--- src/design/gtr_pkg.sv ---
// ----------------------------------------------------------------------------
// gtr_pkg
// Constants and types shared by the glyph renderer modules.
// ----------------------------------------------------------------------------
package gtr_pkg;

   localparam int COORD_W = 8;
   localparam int CODE_W  = 8;
   localparam int COLOR_W = 16;
   localparam int GLYPH_COLS = 5;
   localparam int GLYPH_ROWS = 8;
   localparam int GLYPH_W = GLYPH_COLS * GLYPH_ROWS;

   // Controller command bytes.
   localparam logic [7:0] CMD_COL_SET = 8'h2A;
   localparam logic [7:0] CMD_ROW_SET = 8'h2B;
   localparam logic [7:0] CMD_MEM_WR  = 8'h2C;

   // Sequence steps of one request.
   typedef logic [5:0] step_type;
   localparam step_type STEP_COL_CMD   = 6'd0;
   localparam step_type STEP_COL_START = 6'd1;
   localparam step_type STEP_COL_END   = 6'd2;
   localparam step_type STEP_ROW_CMD   = 6'd3;
   localparam step_type STEP_ROW_START = 6'd4;
   localparam step_type STEP_ROW_END   = 6'd5;
   localparam step_type STEP_MEM_CMD   = 6'd6;
   localparam step_type STEP_LAST      = 6'd54;

   // Cell geometry as counter values.
   localparam logic [2:0] CELL_LAST_COL = 3'd5;
   localparam logic [2:0] CELL_LAST_ROW = 3'd7;

   localparam logic [COORD_W-1:0] COL_SPAN = 8'd5;
   localparam logic [COORD_W-1:0] ROW_SPAN = 8'd7;

   typedef struct packed {
      logic                is_command;
      logic                is_word;
      logic [COLOR_W-1:0]  value;
      logic                last_of_run;
   } rsp_type;

endpackage

--- src/design/gtr_req_if.sv ---
// ----------------------------------------------------------------------------
// gtr_req_if
// Request channel: one character to draw per handshake.
// ----------------------------------------------------------------------------
interface gtr_req_if;
   import gtr_pkg::*;

   logic                valid;
   logic                ready;
   logic [COORD_W-1:0]  pos_x;
   logic [COORD_W-1:0]  pos_y;
   logic [CODE_W-1:0]   char_code;
   logic [COLOR_W-1:0]  fg_color;
   logic [COLOR_W-1:0]  bg_color;

   modport source (output valid, pos_x, pos_y, char_code, fg_color, bg_color,
                   input ready);
   modport sink   (input valid, pos_x, pos_y, char_code, fg_color, bg_color,
                   output ready);
endinterface

--- src/design/gtr_rsp_if.sv ---
// ----------------------------------------------------------------------------
// gtr_rsp_if
// Response channel: one controller command or data word per handshake.
// ----------------------------------------------------------------------------
interface gtr_rsp_if;
   import gtr_pkg::*;

   logic                valid;
   logic                ready;
   logic                is_command;
   logic                is_word;
   logic [COLOR_W-1:0]  value;
   logic                last_of_run;

   modport source (output valid, is_command, is_word, value, last_of_run,
                   input ready);
   modport sink   (input valid, is_command, is_word, value, last_of_run,
                   output ready);
endinterface

--- src/design/glyph_to_rgb565_stream.sv ---
// ----------------------------------------------------------------------------
// glyph_to_rgb565_stream
// Turns one character request into the 55-word display controller stream.
// ----------------------------------------------------------------------------
// Flow: an accepted request waits in the pending slot, is loaded into the
// active registers and then has its first word registered in the output
// register; the 55 words follow one per cycle while the receiver keeps ready
// high, and a pending request follows the last pixel without a gap.
// Reset: synchronous, active high; clears the pending and active requests
// and the response valid flag.
module glyph_to_rgb565_stream
   import gtr_pkg::*;
(
   input  logic       clock,
   input  logic       reset,
   gtr_req_if.sink    req_chan,
   gtr_rsp_if.source  rsp_chan
);

   // A single pending slot holds the next request while the current one is
   // still being streamed out, so requests are taken without waiting for
   // the response side to drain.
   logic                pend_valid_ff, pend_valid_in;
   logic [COORD_W-1:0]  pend_x_ff, pend_y_ff;
   logic [CODE_W-1:0]   pend_code_ff;
   logic [COLOR_W-1:0]  pend_fg_ff, pend_bg_ff;

   // Request that is currently being drawn.
   logic                active_ff, active_in;
   step_type            step_ff, step_in;
   logic [2:0]          col_ff, col_in;
   logic [2:0]          row_ff, row_in;
   logic [COORD_W-1:0]  cur_x_ff, cur_y_ff;
   logic [COLOR_W-1:0]  cur_fg_ff, cur_bg_ff;

   // Response output register.
   logic                rsp_valid_ff, rsp_valid_in;
   rsp_type             rsp_ff, rsp_in;

   logic                req_accept;
   logic                advance;
   logic                load;
   logic                lit;
   logic [GLYPH_W-1:0]  glyph_bits;

   assign req_chan.ready = !pend_valid_ff;
   assign req_accept     = req_chan.valid && req_chan.ready;

   // The sequencer moves one step whenever the output register is free or
   // is being emptied in this cycle.
   assign advance = active_ff && (!rsp_valid_ff || rsp_chan.ready);

   // The pending request starts when nothing is active or when the active
   // request hands over its final pixel.
   assign load = pend_valid_ff && (!active_ff || (advance && step_ff == STEP_LAST));

   // The glyph bitmap is read from the font ROM when a request starts. The ROM
   // registers it as the sequencer loads, well before the first pixel step, and
   // it holds until the next request starts after the last pixel.
   gtr_font_rom u_font_rom (
      .clock      (clock),
      .rd_en      (load),
      .rd_code    (pend_code_ff),
      .rd_bits_ff (glyph_bits)
   );

   // Column five and row seven are the spacing and are always background.
   always_comb begin
      lit = 1'b0;
      if (col_ff != CELL_LAST_COL && row_ff != CELL_LAST_ROW) begin
         lit = glyph_bits[{col_ff, row_ff}];
      end
   end

   // Response word for the current step.
   always_comb begin
      rsp_in = rsp_ff;
      rsp_in.is_command  = 1'b0;
      rsp_in.is_word     = 1'b1;
      rsp_in.last_of_run = 1'b0;
      priority if (step_ff == STEP_COL_CMD) begin
         rsp_in.is_command = 1'b1;
         rsp_in.is_word    = 1'b0;
         rsp_in.value      = {8'h00, CMD_COL_SET};
      end else if (step_ff == STEP_COL_START) begin
         rsp_in.value = {8'h00, cur_x_ff};
      end else if (step_ff == STEP_COL_END) begin
         rsp_in.value = {8'h00, cur_x_ff + COL_SPAN};
      end else if (step_ff == STEP_ROW_CMD) begin
         rsp_in.is_command = 1'b1;
         rsp_in.is_word    = 1'b0;
         rsp_in.value      = {8'h00, CMD_ROW_SET};
      end else if (step_ff == STEP_ROW_START) begin
         rsp_in.value = {8'h00, cur_y_ff};
      end else if (step_ff == STEP_ROW_END) begin
         rsp_in.value = {8'h00, cur_y_ff + ROW_SPAN};
      end else if (step_ff == STEP_MEM_CMD) begin
         rsp_in.is_command = 1'b1;
         rsp_in.is_word    = 1'b0;
         rsp_in.value      = {8'h00, CMD_MEM_WR};
      end else begin
         rsp_in.value       = lit ? cur_fg_ff : cur_bg_ff;
         rsp_in.last_of_run = (step_ff == STEP_LAST);
      end
   end

   // Next state of the sequencer. Pixels run row by row, left to right.
   always_comb begin
      active_in = active_ff;
      step_in   = step_ff;
      col_in    = col_ff;
      row_in    = row_ff;
      if (load) begin
         active_in = 1'b1;
         step_in   = STEP_COL_CMD;
         col_in    = '0;
         row_in    = '0;
      end else if (advance) begin
         if (step_ff == STEP_LAST) begin
            active_in = 1'b0;
         end else begin
            step_in = step_ff + 6'd1;
            if (step_ff > STEP_MEM_CMD) begin
               if (col_ff == CELL_LAST_COL) begin
                  col_in = '0;
                  row_in = row_ff + 3'd1;
               end else begin
                  col_in = col_ff + 3'd1;
               end
            end
         end
      end
   end

   always_comb begin
      pend_valid_in = pend_valid_ff;
      if (req_accept) begin
         pend_valid_in = 1'b1;
      end else if (load) begin
         pend_valid_in = 1'b0;
      end
   end

   always_comb begin
      rsp_valid_in = rsp_valid_ff;
      if (advance) begin
         rsp_valid_in = 1'b1;
      end else if (rsp_chan.ready) begin
         rsp_valid_in = 1'b0;
      end
   end

   // Control state.
   always_ff @(posedge clock) begin
      if (reset) begin
         pend_valid_ff <= 1'b0;
         active_ff     <= 1'b0;
         rsp_valid_ff  <= 1'b0;
         step_ff       <= STEP_COL_CMD;
         col_ff        <= '0;
         row_ff        <= '0;
      end else begin
         pend_valid_ff <= pend_valid_in;
         active_ff     <= active_in;
         rsp_valid_ff  <= rsp_valid_in;
         step_ff       <= step_in;
         col_ff        <= col_in;
         row_ff        <= row_in;
      end
   end

   // Payload registers.
   always_ff @(posedge clock) begin
      if (req_accept) begin
         pend_x_ff    <= req_chan.pos_x;
         pend_y_ff    <= req_chan.pos_y;
         pend_code_ff <= req_chan.char_code;
         pend_fg_ff   <= req_chan.fg_color;
         pend_bg_ff   <= req_chan.bg_color;
      end
      if (load) begin
         cur_x_ff  <= pend_x_ff;
         cur_y_ff  <= pend_y_ff;
         cur_fg_ff <= pend_fg_ff;
         cur_bg_ff <= pend_bg_ff;
      end
      if (advance) begin
         rsp_ff <= rsp_in;
      end
   end

   assign rsp_chan.valid       = rsp_valid_ff;
   assign rsp_chan.is_command  = rsp_ff.is_command;
   assign rsp_chan.is_word     = rsp_ff.is_word;
   assign rsp_chan.value       = rsp_ff.value;
   assign rsp_chan.last_of_run = rsp_ff.last_of_run;

endmodule

--- src/design/gtr_font_rom.sv ---
// ----------------------------------------------------------------------------
// gtr_font_rom
// Synchronous 5x7 font ROM: one whole glyph of five column bitmaps per read.
// ----------------------------------------------------------------------------
module gtr_font_rom
   import gtr_pkg::*;
(
   input  logic                clock,
   input  logic                rd_en,
   input  logic [CODE_W-1:0]   rd_code,
   output logic [GLYPH_W-1:0]  rd_bits_ff
);

   localparam int GLYPH_COUNT = 22;

   // Each entry: character code, then columns 4..0 (column 0 in the low byte).
   localparam logic [CODE_W+GLYPH_W-1:0] FONT_MEM [GLYPH_COUNT] = '{
      {8'h20, 8'h00, 8'h00, 8'h00, 8'h00, 8'h00},
      {8'h30, 8'h3E, 8'h45, 8'h49, 8'h51, 8'h3E},
      {8'h31, 8'h00, 8'h40, 8'h7F, 8'h42, 8'h00},
      {8'h32, 8'h46, 8'h49, 8'h51, 8'h61, 8'h42},
      {8'h33, 8'h31, 8'h4B, 8'h45, 8'h41, 8'h21},
      {8'h34, 8'h10, 8'h7F, 8'h12, 8'h14, 8'h18},
      {8'h35, 8'h39, 8'h45, 8'h45, 8'h45, 8'h27},
      {8'h36, 8'h30, 8'h49, 8'h49, 8'h4A, 8'h3C},
      {8'h37, 8'h03, 8'h05, 8'h09, 8'h71, 8'h01},
      {8'h38, 8'h36, 8'h49, 8'h49, 8'h49, 8'h36},
      {8'h39, 8'h1E, 8'h29, 8'h49, 8'h49, 8'h06},
      {8'h41, 8'h7E, 8'h11, 8'h11, 8'h11, 8'h7E},
      {8'h42, 8'h36, 8'h49, 8'h49, 8'h49, 8'h7F},
      {8'h43, 8'h22, 8'h41, 8'h41, 8'h41, 8'h3E},
      {8'h44, 8'h1C, 8'h22, 8'h41, 8'h41, 8'h7F},
      {8'h45, 8'h41, 8'h49, 8'h49, 8'h49, 8'h7F},
      {8'h46, 8'h01, 8'h09, 8'h09, 8'h09, 8'h7F},
      {8'h2A, 8'h14, 8'h08, 8'h3E, 8'h08, 8'h14},
      {8'h23, 8'h14, 8'h7F, 8'h14, 8'h7F, 8'h14},
      {8'h3A, 8'h00, 8'h00, 8'h36, 8'h36, 8'h00},
      {8'h2E, 8'h00, 8'h00, 8'h60, 8'h60, 8'h00},
      {8'h2D, 8'h08, 8'h08, 8'h08, 8'h08, 8'h08}
   };

   logic [GLYPH_W-1:0] rd_bits_in;

   // Codes are unique, so OR-ing the matching entries selects one glyph.
   // A code without an entry yields all zeros, which draws a space.
   always_comb begin
      rd_bits_in = '0;
      for (int i = 0; i < GLYPH_COUNT; i++) begin
         if (FONT_MEM[i][CODE_W+GLYPH_W-1:GLYPH_W] == rd_code) begin
            rd_bits_in = rd_bits_in | FONT_MEM[i][GLYPH_W-1:0];
         end
      end
   end

   always_ff @(posedge clock) begin
      if (rd_en) begin
         rd_bits_ff <= rd_bits_in;
      end
   end

endmodule

--- src/flat_wrapper.sv ---
// flat-port wrapper written by rule: the top's interface ports become plain ports
module glyph_to_rgb565_stream_flat import gtr_pkg::*;
  (clock, reset, req_chan_valid, req_chan_pos_x, req_chan_pos_y, req_chan_char_code, req_chan_fg_color, req_chan_bg_color, req_chan_ready, rsp_chan_valid, rsp_chan_is_command, rsp_chan_is_word, rsp_chan_value, rsp_chan_last_of_run, rsp_chan_ready);
  gtr_req_if req_chan_i ();
  gtr_rsp_if rsp_chan_i ();
  input  logic clock;
  input  logic reset;
  input wire logic [$bits(req_chan_i.valid)-1:0] req_chan_valid;
  input wire logic [$bits(req_chan_i.pos_x)-1:0] req_chan_pos_x;
  input wire logic [$bits(req_chan_i.pos_y)-1:0] req_chan_pos_y;
  input wire logic [$bits(req_chan_i.char_code)-1:0] req_chan_char_code;
  input wire logic [$bits(req_chan_i.fg_color)-1:0] req_chan_fg_color;
  input wire logic [$bits(req_chan_i.bg_color)-1:0] req_chan_bg_color;
  output wire logic [$bits(req_chan_i.ready)-1:0] req_chan_ready;
  output wire logic [$bits(rsp_chan_i.valid)-1:0] rsp_chan_valid;
  output wire logic [$bits(rsp_chan_i.is_command)-1:0] rsp_chan_is_command;
  output wire logic [$bits(rsp_chan_i.is_word)-1:0] rsp_chan_is_word;
  output wire logic [$bits(rsp_chan_i.value)-1:0] rsp_chan_value;
  output wire logic [$bits(rsp_chan_i.last_of_run)-1:0] rsp_chan_last_of_run;
  input wire logic [$bits(rsp_chan_i.ready)-1:0] rsp_chan_ready;
  assign req_chan_i.valid = req_chan_valid;
  assign req_chan_i.pos_x = req_chan_pos_x;
  assign req_chan_i.pos_y = req_chan_pos_y;
  assign req_chan_i.char_code = req_chan_char_code;
  assign req_chan_i.fg_color = req_chan_fg_color;
  assign req_chan_i.bg_color = req_chan_bg_color;
  assign req_chan_ready = req_chan_i.ready;
  assign rsp_chan_valid = rsp_chan_i.valid;
  assign rsp_chan_is_command = rsp_chan_i.is_command;
  assign rsp_chan_is_word = rsp_chan_i.is_word;
  assign rsp_chan_value = rsp_chan_i.value;
  assign rsp_chan_last_of_run = rsp_chan_i.last_of_run;
  assign rsp_chan_i.ready = rsp_chan_ready;
  glyph_to_rgb565_stream u_core (.clock(clock), .reset(reset), .req_chan(req_chan_i), .rsp_chan(rsp_chan_i));
endmodule
--- config.mk ---
export PLATFORM = sky130hd
export DESIGN_NAME = glyph_to_rgb565_stream_flat
export DESIGN_NICKNAME = d
export VERILOG_FILES = /design/src/design/gtr_pkg.sv /design/src/design/gtr_req_if.sv /design/src/design/gtr_rsp_if.sv /design/src/design/glyph_to_rgb565_stream.sv /design/src/design/gtr_font_rom.sv /design/src/flat_wrapper.sv
export SDC_FILE = /design/constraint.sdc
export NUM_CORES = 1
export LEC_CHECK = 0
export ABC_AREA = 1
export BUFFER_PORTS_ARGS = -buffer_cell sky130_fd_sc_hd__buf_2
export CORE_MARGIN = 4
export CORE_UTILIZATION = 59
export DETAILED_ROUTE_END_ITERATION = 16
export MAX_ROUTING_LAYER = met4
export PLACE_DENSITY = 0.84
export SLEW_MARGIN = 10
export SYNTH_ARGS = -nofsm -noshare
export SYNTH_HDL_FRONTEND = slang
export SYNTH_SLANG_ARGS = --single-unit
--- constraint.sdc ---
create_clock -name clock -period 5.1 [get_ports clock]
set_input_delay 0.765 -clock clock [delete_from_list [all_inputs] [get_ports clock]]
set_output_delay 0.765 -clock clock [all_outputs]
set_load 0.02 [all_outputs]
Word level (Yosys, flattened, before mapping) --
Index checks and enable logic that the tools add are counted.
Storage, ports and cells: input bits 60, register bits after elaboration 177
Cells by class: add/subtract/negate cells 5, muxes and demuxes 43, reduce and logical (&&, ||, !) cells 21, eq/ne operators 31, bitwise operators 1, magnitude comparators 2
Operator list (number):
- 2-to-1 mux 38 bit | 7
- 2-to-1 mux 37 bit | 5
- == test 6 x 8 -> 1 bit (first input constant) | 15
- 2-to-1 mux 39 bit | 3
- 2-to-1 mux 16 bit | 4
- == test 7 x 8 -> 1 bit (first input constant) | 6
- 2-to-1 mux 34 bit | 1
- 2-to-1 mux 33 bit | 1
- 2-to-1 mux 31 bit | 1
- 2-to-1 mux 23 bit | 1
- 2-to-1 mux 22 bit | 1
- == test 6 x 3 -> 1 bit (second input constant) | 3
- 2-to-1 mux 18 bit | 1
- adder 8 x 3 -> 8 bit (second input constant) | 2
- 2-to-1 mux 8 bit | 2
- == test 6 x 2 -> 1 bit (second input constant) | 2
- 2-to-1 mux 2 bit | 5
- 2-to-1 mux 1 bit | 9
- nonzero test 2 bit | 4
- less-than comparator 6 x 7 -> 1 bit (second input constant) | 1
- OR reduction 7 bit | 1
- adder 3 x 1 -> 3 bit (second input constant) | 2
- adder 6 x 1 -> 6 bit (second input constant) | 1
- binary-select mux 1 bit (select 6 bit) | 1
- other kinds (15) | 24

Depth between registers and ports, before layout --
Gate-level depths: netlist (run 1).
depth after elaboration 21, gate-level depth with buffers 18, gate-level depth less buffers 17

By module --
Synthesis (run 1) repeated with hierarchy kept, for this count alone.
Second synthesis, totals: cells, all modules 767, area total of the unflattened synthesis 7871.3 sq um
By module, submodules not included:
- glyph_to_rgb565_stream | times used 1, area each 5831.8 sq um, sequential area each 3993.8 sq um, cells each 523
- gtr_font_rom | times used 1, area each 2039.5 sq um, sequential area each 1051.0 sq um, cells each 244

Worst setup path after synthesis (run 1) --
No wires, ideal clock.
kind input port to flip-flop, from in req_chan_valid, to reg u_core.pend_bg_ff[0], enable pin, setup slack 1.456 ns, stages 2, path buffers 0, arrival 3.173 ns, setup time 0.471 ns, data required time 4.629 ns, path through inv_1 -> nor2_1
On the way: cells in the longest elaborated chain, start to end 1
Ends and longest elaborated chain:
- start, declared | RTL line flat_wrapper.sv:8 | input wire logic [$bits(req_chan_i.valid)-1:0] req_chan_valid;
- logical AND 1 bit | RTL line glyph_to_rgb565_stream.sv:47 | assign req_accept = req_chan.valid && req_chan.ready;
- end signal, assigned | RTL line glyph_to_rgb565_stream.sv:179 | pend_bg_ff <= req_chan.bg_color;
- end, declared | RTL line glyph_to_rgb565_stream.sv:26 | logic [COLOR_W-1:0] pend_fg_ff, pend_bg_ff;
Every way passes these cells. A chain may end at the register's enable or synchronous reset.

Final worst setup path (run 1) --
from reg u_core.step_ff[0], to reg u_core.cur_bg_ff[0], enable pin
On the way: cells in the longest elaborated chain, start to end 4
Ends and longest elaborated chain:
- start, declared | RTL line glyph_to_rgb565_stream.sv:30 | step_type step_ff, step_in;
- start signal, assigned | RTL line glyph_to_rgb565_stream.sv:166 | step_ff <= step_in;
- == test 6 bit | RTL line glyph_to_rgb565_stream.sv:55 | assign load = pend_valid_ff && (!active_ff || (advance && step_ff == STEP_LAST));
- logical AND 1 bit | RTL line glyph_to_rgb565_stream.sv:55
- logical OR 1 bit | RTL line glyph_to_rgb565_stream.sv:55
- logical AND 1 bit | RTL line glyph_to_rgb565_stream.sv:55
- end signal, assigned | RTL line glyph_to_rgb565_stream.sv:185 | cur_bg_ff <= pend_bg_ff;
- end, declared | RTL line glyph_to_rgb565_stream.sv:34 | logic [COLOR_W-1:0] cur_fg_ff, cur_bg_ff;
Every way passes these cells.

==> results of run 1 <==
==> how the worst max path moves through the flow <==
stage                       from                   end  depth (start not counted)
6_report       u_core.step_ff[0]   u_core.cur_bg_ff[0]                          9
5_1_grt        u_core.step_ff[0]    u_core.cur_y_ff[6]                          9
4_1_cts        u_core.step_ff[0]   u_core.cur_fg_ff[6]                          9
3_5_place_dp   u_core.step_ff[0]   u_core.cur_bg_ff[7]                          9
3_3_place_gp   u_core.step_ff[0]   u_core.cur_fg_ff[7]                          9
2_1_floorplan     req_chan_valid  u_core.pend_bg_ff[0]                          2
==> cells in the final DEF (no fill, tap or decap), types with 2 or more instances in the layout <==
cell and instances:
nor3_1 19, a21oi_1 42, bufinv_16 2, o21ai_1 3
nand3_1 53, nor3_2 2, nand4_1 11, inv_4 2
a31oi_1 2, o21ai_0 27, nand2_1 133, ha_1 8
o211ai_1 2, inv_2 6, nor2_1 98, nor4_1 6
inv_8 2, nor2_2 3, clkinv_2 2, clkinvlp_4 2
edfxtp_1 158, dfxtp_1 15, or2_2 2, inv_1 102
buf_4 2, clkbuf_16 17, inv_6 3, buf_2 80
==> final cells by class <==
cell class	instances	area share
Clock buffer	18	0.0494
Clock inverter	13	0.0183
Inverter	110	0.0481
Multi-Input combinational cell	426	0.231
Sequential cell	173	0.581
Tap cell	172	0.0248
Timing Repair Buffer	82	0.0478
==> Yosys cell counts, drive strengths merged (6+ instances only) <==
cell type	n
edfxtp	158
nand2	135
inv	110
nor2	102
nand3	54
a21oi	43
o21ai	30
nor3	21
dfxtp	15
nand4	11
ha	8
buf	7
nor4	6
==> metrics by stage <==
step	cells	utilization	setup slack [ns]	hold slack (ns)
after floorplan	718	-	1.46	0.400
after CTS	994	0.691	2.02	0.416
after global placement	963	0.644	2.18	0.401
after detailed placement	963	0.644	2.04	0.405
final	994	0.691	2.08	0.418
after global routing	994	0.691	1.66	0.424
==> registers in the layout (all words and copies together) (netlist names), 8 cells and up <==
| name | count |
|---|---|
| u_core.cur_fg_ff | 16 |
| u_core.pend_bg_ff | 16 |
| u_core.cur_x_ff | 8 |
| u_core.u_font_rom.rd_bits_ff | 35 |
| u_core.pend_fg_ff | 16 |
| u_core.pend_x_ff | 8 |
| u_core.cur_bg_ff | 16 |
| u_core.cur_y_ff | 8 |
| u_core.pend_code_ff | 8 |
| u_core.pend_y_ff | 8 |
| u_core.rsp_chan.value | 16 |
==> power breakdown <==
part / leakage (nW) / internal (mW) / switching [mW]
Sequential: 1.63 / 1.65 / 0.0315
Clock: 0.284 / 0.732 / 0.547
Combinational: 1.69 / 0.0594 / 0.140
Total: 3.60 / 2.44 / 0.719
==> kinds of logic (layout without fill, tap and decap cells) <==
kind of cell	count (synthesis)	count (layout)	share of synthesized area
adders and majority gates	8	8	0.0133
buffers and inverters	119	223	0.0664
xor gates and xnor gates	2	2	0.00232
and+or+nand+nor	334	334	0.191
AOI/OAI and AO/OA	82	82	0.0584
DFF	173	173	0.669
==> routing by layer <==
layer / vias up / wire [um] / track usage
met3: 32 / 1050 / 0.0559
met4: 0 / 256 / 0.0630
met5: - / 0 / -
met2: 245 / 7710 / 0.368
met1: 2463 / 6560 / 0.292
li1: 2612 / - / -
==> impl_metrics.json, run 1 <==
{
  "die_area_um2": 14700,
  "via_count": 5352,
  "drive_above_1_share": 0.163,
  "die_h_um": 121,
  "post_synth_num_cell_types": 37,
  "dp_hpwl_um": 11100,
  "gp_congestion": 0.981,
  "drt_iter0_markers": 584,
  "clock_latency_ns": 0.43,
  "p_leak_nw": 3.60,
  "final.min_clock_period_ns": 3.02,
  "fin_setup_tns_ns": 0,
  "ys_seq_elements": 173,
  "hp-start": "u_core.pend_bg_ff[5]",
  "hold_path_end": "u_core.cur_bg_ff[5]",
  "clockBufferDepth": 2,
  "critPathTopFamily": "buffers and inverters",
  "cp-start-kind": "register",
  "critPathMostFrequentCell": "nand2_1",
  "antenna_found_initial": 0,
  "cp-end-kind": "register",
  "yosys-top-cells-area": "edfxtp_1, nand2_1, inv_1, nor2_1, dfxtp_1",
  "pin_count": 81,
  "grt_start_max_net_pins": 57,
  "total_power_mw": 3.16,
  "fin_crit_sh": 0.591,
  "multi_input_area_um2": 2000,
  "critPathRequiredTime_ns": 5.18,
  "final-hold-violation-count": 0,
  "postCtsSetupBuffers": 0,
  "coreArea_um2": 12600,
  "grt.overflow.total": 0,
  "viasPerCell": 5.38,
  "hold_class": "register to register",
  "netlist_area_um2": 7540,
  "cts-root-buf": "clkbuf_16",
  "worst-endpoint-arrival_ns": 3.10,
  "status": "finished clean",
  "powerDensity_nw_per_um2": 364,
  "grt_pass1_vias": 5190,
  "ys_seq_area_frac": 0.669,
  "totalWireLength_um": 15600,
  "final.fill_count": 905,
  "grtUsageTotal": 0.228,
  "r2r_end": "u_core.cur_bg_ff[0]",
  "critPathKind": "register to register",
  "cts_tree": "built",
  "critPathSlowestCell": "inv_2",
  "path_buf_inv": 4,
  "synthFlopType": "edfxtp_1",
  "max_stage_delay_ns": 0.79,
  "synth_warnings": 0,
  "htree_levels": 4,
  "numClockSinks": 173,
  "synth-edff-count": 158,
  "ys_async_sr_fraction": 0,
  "whs_path_depth": 0,
  "reg2regPathDepth": 9,
  "port_buffers": 80,
  "synthToLayoutAreaGrowth_pct": 15.2,
  "ff_latch_area_um2": 5040,
  "nNetsFinal": 878,
  "relSlewSlack": 0.265,
  "rrSetupSlack_ns": 2.08,
  "finalSetupViolCount": 0,
  "synth_top_cell_by_area": "edfxtp_1",
  "r2r_start": "u_core.step_ff[0]",
  "final_max_slew_viol_count": 0,
  "critPathMaxFanout": 54,
  "initial_core_util": 0.600,
  "syn_inst": 718,
  "ctsHoldBuffers": 0,
  "synth.top_cell.area_share": 0.629,
  "cts_resized": 0,
  "numCtsBuffers": 17,
  "avgRoutedWirePerCell_um": 15.7,
  "firstDrtPassIters": 5,
  "peakVddDrop_uv": 477,
  "synth_nets": 786,
  "worstMarginPinSlew_ns": 1.10,
  "drtAntennaViolNets": 0,
  "rows": 41,
  "skew_ns": 0.00967,
  "syn_avg_cell_area_um2": 10.5,
  "place_area_um2": 8100,
  "rsz0062_at_grt": "false",
  "dieWidth_um": 121,
  "fmax_ghz": 0.332,
  "antenna_cells": 0,
  "final_area_um2": 8680,
  "drc": 0,
  "cp_cell_sequence": "inv_1 > ha_1 > inv_1 > nor4_1 > nand2_1 > nand2_1 > nand2_1 > inv_2 > buf_4",
  "grt_pass1_wl_um": 25000,
  "cap_violations": 0,
  "clk_pin_slew_ns": 0.07
}
No activity file was read; power rests on OpenSTA's default activity.
==> run 2, diff against run 1 <==
Clock period 5.1 ns to 3.03 ns, I/O delays scaled along.
==> impl_metrics.json, run 2 (synthesis results as in run 1) <==
{
  "status": "finished clean",
  "clk_pin_slew_ns": 0.07,
  "drc": 0,
  "skew_ns": 0.0102,
  "r2r_end": "u_core.rsp_chan.value[7]",
  "avgRoutedWirePerCell_um": 16.8,
  "antenna_cells": 0,
  "drive_above_1_share": 0.168,
  "final_cells": 998,
  "postCtsSetupBuffers": 0,
  "critPathMaxFanout": 19,
  "rsz0062_at_grt": "false",
  "grt.overflow.total": 0,
  "reg2regPathDepth": 15,
  "via_count": 5489,
  "grt_pass1_vias": 5383,
  "coreArea_um2": 12600,
  "cts_resized": 0,
  "cp-start-kind": "register",
  "clockBufferDepth": 2,
  "ctsHoldBuffers": 0,
  "htree_levels": 4,
  "final_max_slew_viol_count": 0,
  "cts-root-buf": "clkbuf_16",
  "final.min_clock_period_ns": 2.68,
  "rrSetupSlack_ns": 0.35,
  "drtAntennaViolNets": 0,
  "total_power_mw": 5.42,
  "pin_count": 81,
  "ff_latch_area_um2": 5040,
  "final-hold-violation-count": 0,
  "dp_hpwl_um": 12300,
  "fin_crit_sh": 0.885,
  "cts_tree": "built",
  "rows": 41,
  "powerDensity_nw_per_um2": 616,
  "crit_path_start": "u_core.row_ff[0]",
  "finalSetupViolCount": 0,
  "crit_path_end": "u_core.rsp_chan.value[7]",
  "power_frac_clock": 0.412,
  "gp_congestion": 0.948,
  "p_sw_mw": 1.33,
  "viasPerCell": 5.50,
  "final.fill_count": 893,
  "nNetsFinal": 881,
  "cp-end-kind": "register",
  "initial_core_util": 0.600,
  "grt_start_max_net_pins": 57,
  "fin_util": 0.699,
  "grt_pass1_wl_um": 26600,
  "hold_class": "primary input to register",
  "p_leak_nw": 3.64,
  "fmax_ghz": 0.373,
  "peakVddDrop_uv": 661,
  "numClockSinks": 173,
  "final_common_cell": "edfxtp_1",
  "multi_input_area_um2": 2000,
  "critPathRequiredTime_ns": 3.21,
  "clock_latency_ns": 0.43,
  "regMostFlops": "u_core.u_font_rom.rd_bits_ff",
  "synthToLayoutAreaGrowth_pct": 16.6,
  "drt_iter0_markers": 639,
  "power_frac_seq": 0.522,
  "cap_violations": 0,
  "fin_setup_tns_ns": 0,
  "firstDrtPassIters": 5,
  "totalWireLength_um": 16800,
  "place_inst": 966,
  "mostFrequentLayoutCells": "edfxtp_1, nand2_1, inv_1, nor2_1, buf_2",
  "dieWidth_um": 121,
  "worstMarginPinSlew_ns": 0.863,
  "worst-endpoint-arrival_ns": 2.86,
  "die_h_um": 121,
  "p_sw_frac": 0.245,
  "p_int_mw": 4.09,
  "numCtsBuffers": 17,
  "die_area_um2": 14700,
  "antenna_found_initial": 0,
  "critPathKind": "register to register",
  "grtUsageTotal": 0.246,
  "port_buffers": 80,
  "largest_reg_flops": 35,
  "relSlewSlack": 0.424,
  "share_comb_of_total_power": 0.066,
  "r2r_start": "u_core.row_ff[0]"
}
[run 2: layout make-up]
| type | count | share of cell area |
|---|---|---|
| repair buffers | 85 | 0.0541 |
| inverters | 110 | 0.0480 |
| clock buffers | 17 | 0.0484 |
| flip-flops and latches | 173 | 0.574 |
| well taps | 172 | 0.0245 |
| multi-input cells | 426 | 0.228 |
| clock inverters | 15 | 0.0233 |
[run 2: power by group through the flow]
stage | Combinational, mW | Clock (mW) | Sequential (mW)
after floorplan | 0.197 | 0 | 2.88
after global placement | 0.343 | 0 | 2.87
after detailed placement | 0.355 | 0 | 2.88
after CTS | 0.359 | 2.26 | 2.83
after global routing | 0.398 | 2.38 | 2.84
final | 0.359 | 2.23 | 2.83
[run 2: metrics by stage]
step | area (um2) | hold slack (ns) | worst slack (ns)
2_1_floorplan | 7550 | 0.400 | 0.000218
3_3_place_gp | 8160 | 0.403 | 0.439
3_5_place_dp | 8160 | 0.405 | 0.345
4_1_cts | 8790 | 0.174 | 0.320
5_1_grt | 8790 | 0.167 | 0.0466
6_report | 8790 | 0.191 | 0.347
[run 2: critical path, stage by stage (launching register included)]
cell and delay, ns:
dfxtp_1 0.77, inv_4 0.18, nand2_1 0.12, nand3_1 0.07, nand3_1 0.07, nand3_1 0.08, nand2_1 0.07, nand2_1 0.06
nand3_2 0.11, nand2_4 0.15, inv_4 0.19, nand2_1 0.07, nand3_1 0.10, nand3_1 0.09, a21oi_1 0.21, nor2_1 0.06
[run 2: metal layers]
metal / vias to the layer above / global-route usage / wire (um)
met5: - / - / 0
met4: 0 / 0.0822 / 400
met3: 43 / 0.0592 / 1100
met2: 243 / 0.392 / 8300
met1: 2575 / 0.315 / 6990
li1: 2628 / - / -
[run 2: how the worst min path moves through the flow]
stage | startpoint | end | slack, ns | depth (start not counted)
6_report | req_chan_pos_y[2] | u_core.pend_y_ff[2] | 0.19 | 1
5_1_grt | req_chan_fg_color[9] | u_core.pend_fg_ff[9] | 0.17 | 1
4_1_cts | req_chan_bg_color[10] | u_core.pend_bg_ff[10] | 0.17 | 1
3_5_place_dp | u_core.pend_x_ff[4] | u_core.cur_x_ff[4] | 0.41 | 0
3_3_place_gp | u_core.pend_bg_ff[1] | u_core.cur_bg_ff[1] | 0.40 | 0
2_1_floorplan | u_core.pend_bg_ff[0] | u_core.cur_bg_ff[0] | 0.40 | 0
==> run 3, diff against run 2 <==
Settings changed: CELL_PAD_IN_SITES_DETAIL_PLACEMENT set to 1, CELL_PAD_IN_SITES_GLOBAL_PLACEMENT set to 1, CORE_UTILIZATION 59 to 46, HOLD_SLACK_MARGIN set to 0.08, PLACE_DENSITY 0.84 to 0.83.
==> impl_metrics.json, run 3 (synthesis results as in run 1) <==
{
  "numCtsBuffers": 17,
  "grt_pass1_vias": 5994,
  "path_buf_inv": 4,
  "drc": 0,
  "dieWidth_um": 136,
  "worstMarginPinSlew_ns": 0.888,
  "place_area_um2": 8210,
  "worst-endpoint-arrival_ns": 3.02,
  "clock_latency_ns": 0.46,
  "cp-start-kind": "register",
  "powerDensity_nw_per_um2": 624,
  "largest_reg_flops": 35,
  "peakVddDrop_uv": 582,
  "cap_violations": 0,
  "p_sw_mw": 1.49,
  "hold_class": "primary input to register",
  "nNetsFinal": 882,
  "hp-start": "req_chan_pos_y[3]",
  "clk_pin_slew_ns": 0.09,
  "final.min_clock_period_ns": 2.67,
  "die_h_um": 136,
  "rrSetupSlack_ns": 0.36,
  "power_frac_seq": 0.512,
  "synthToLayoutAreaGrowth_pct": 17.4,
  "final_max_slew_viol_count": 0,
  "drt_iter0_markers": 403,
  "dp_hpwl_um": 14300,
  "pin_count": 81,
  "relSlewSlack": 0.408,
  "final_cells": 1043,
  "gp_congestion": 0.918,
  "hold_path_end": "u_core.pend_y_ff[3]",
  "die_area_um2": 18500,
  "coreArea_um2": 16000,
  "postCtsSetupBuffers": 0,
  "p_leak_nw": 3.64,
  "cts-root-buf": "clkbuf_16",
  "totalWireLength_um": 20000,
  "final_area_um2": 8860,
  "cp_cell_sequence": "inv_1 > ha_1 > inv_1 > nor4_1 > nand2_1 > nand2_1 > nand2_1 > clkinvlp_4 > nor2_1 > inv_1 > nor3b_1",
  "antenna_found_initial": 0,
  "fmax_ghz": 0.375,
  "drive_above_1_share": 0.169,
  "critPathSlowestCell": "nor2_1",
  "cts_resized": 0,
  "fin_setup_tns_ns": 0,
  "cp-end-kind": "register",
  "critPathRequiredTime_ns": 3.38,
  "critPathMaxFanout": 13,
  "drtAntennaViolNets": 0,
  "antenna_cells": 0,
  "mostFrequentLayoutCells": "edfxtp_1, nand2_1, inv_1, nor2_1, buf_2",
  "pre_cts_ws_ns": 0.360,
  "ctsHoldBuffers": 0,
  "fin_crit_sh": 0.881,
  "rows": 46,
  "critPathTopFamily": "simple AND/OR/NAND/NOR gates",
  "firstDrtPassIters": 5,
  "r2r_start": "u_core.step_ff[0]",
  "r2r_end": "u_core.step_ff[4]",
  "grt_pass1_wl_um": 31700,
  "p_int_mw": 4.04,
  "rsz0062_at_grt": "false",
  "finalSetupViolCount": 0,
  "status": "finished clean",
  "grtUsageTotal": 0.234,
  "final-hold-violation-count": 0,
  "whs_path_depth": 1,
  "worst_slack_ns": 0.361,
  "grt_start_max_net_pins": 38,
  "viasPerCell": 5.32,
  "clockBufferDepth": 2,
  "place_inst": 1011,
  "share_comb_of_total_power": 0.067,
  "cts_tree": "built",
  "via_count": 5553,
  "skew_ns": 0.0169,
  "final_common_cell": "edfxtp_1",
  "port_buffers": 80,
  "initial_core_util": 0.471,
  "power_frac_clock": 0.421,
  "p_sw_frac": 0.269,
  "htree_levels": 4,
  "avgRoutedWirePerCell_um": 19.1,
  "grt.overflow.total": 0,
  "reg2regPathDepth": 11,
  "regMostFlops": "u_core.u_font_rom.rd_bits_ff",
  "critPathKind": "register to register",
  "numClockSinks": 173,
  "max_stage_delay_ns": 0.48
}
-- run 3: cell types whose count changed in the layout (fill, tap and decap cells not counted) --
cell | previous run | this run
inv_16 | 0 | 1
inv_8 | 6 | 1
clkinv_8 | 5 | 6
buf_12 | 3 | 2
buf_4 | 2 | 4
bufinv_16 | 1 | 0
inv_12 | 0 | 4
-- run 3: stage by stage --
stage | power, mW | util | hold slack, ns
floorplan | 3.08 | - | 0.400
global placement | 3.22 | 0.513 | 0.402
detailed placement | 3.25 | 0.513 | 0.406
CTS | 5.56 | 0.553 | 0.149
global route | 5.72 | 0.553 | 0.148
finish | 5.53 | 0.553 | 0.168
-- run 3: worst max path at each step --
| stage | cells past startpoint | startpoint | to |
|---|---|---|---|
| 2_1_floorplan | 11 | u_core.step_ff[0] | u_core.step_ff[4] |
| 3_3_place_gp | 17 | u_core.row_ff[0] | u_core.rsp_chan.value[5] |
| 3_5_place_dp | 11 | u_core.step_ff[0] | u_core.step_ff[4] |
| 4_1_cts | 11 | u_core.step_ff[0] | u_core.step_ff[4] |
| 5_1_grt | 15 | u_core.row_ff[0] | u_core.rsp_chan.value[1] |
| 6_report | 11 | u_core.step_ff[0] | u_core.step_ff[4] |
-- run 3: layout make-up --
| cell class | instances | area [um2] |
|---|---|---|
| clock buffers | 17 | 425 |
| clock inverters | 15 | 220 |
| fillers | 1789 | 7140 |
| inverters | 110 | 422 |
| multi-input cells | 426 | 2000 |
| flip-flops and latches | 173 | 5040 |
| well taps | 216 | 270 |
| repair buffers | 86 | 470 |
-- run 3: power groups by stage --
| stage | clock [mW] | combinational (mW) | sequential, mW |
|---|---|---|---|
| after CTS | 2.36 | 0.373 | 2.83 |
| after floorplan | 0 | 0.197 | 2.88 |
| after global placement | 0 | 0.347 | 2.87 |
| final | 2.33 | 0.370 | 2.83 |
| after global routing | 2.46 | 0.413 | 2.84 |
| after detailed placement | 0 | 0.366 | 2.88 |
-- run 3: layer usage --
metal / wire length [um] / share of wire / up-vias / GRT usage
li1: - / - / 2622 / -
met1: 8270 / 0.41 / 2718 / 0.277
met2: 10400 / 0.52 / 169 / 0.392
met3: 814 / 0.041 / 44 / 0.0507
met4: 494 / 0.025 / 0 / 0.0885
met5: 0 / 0 / - / -
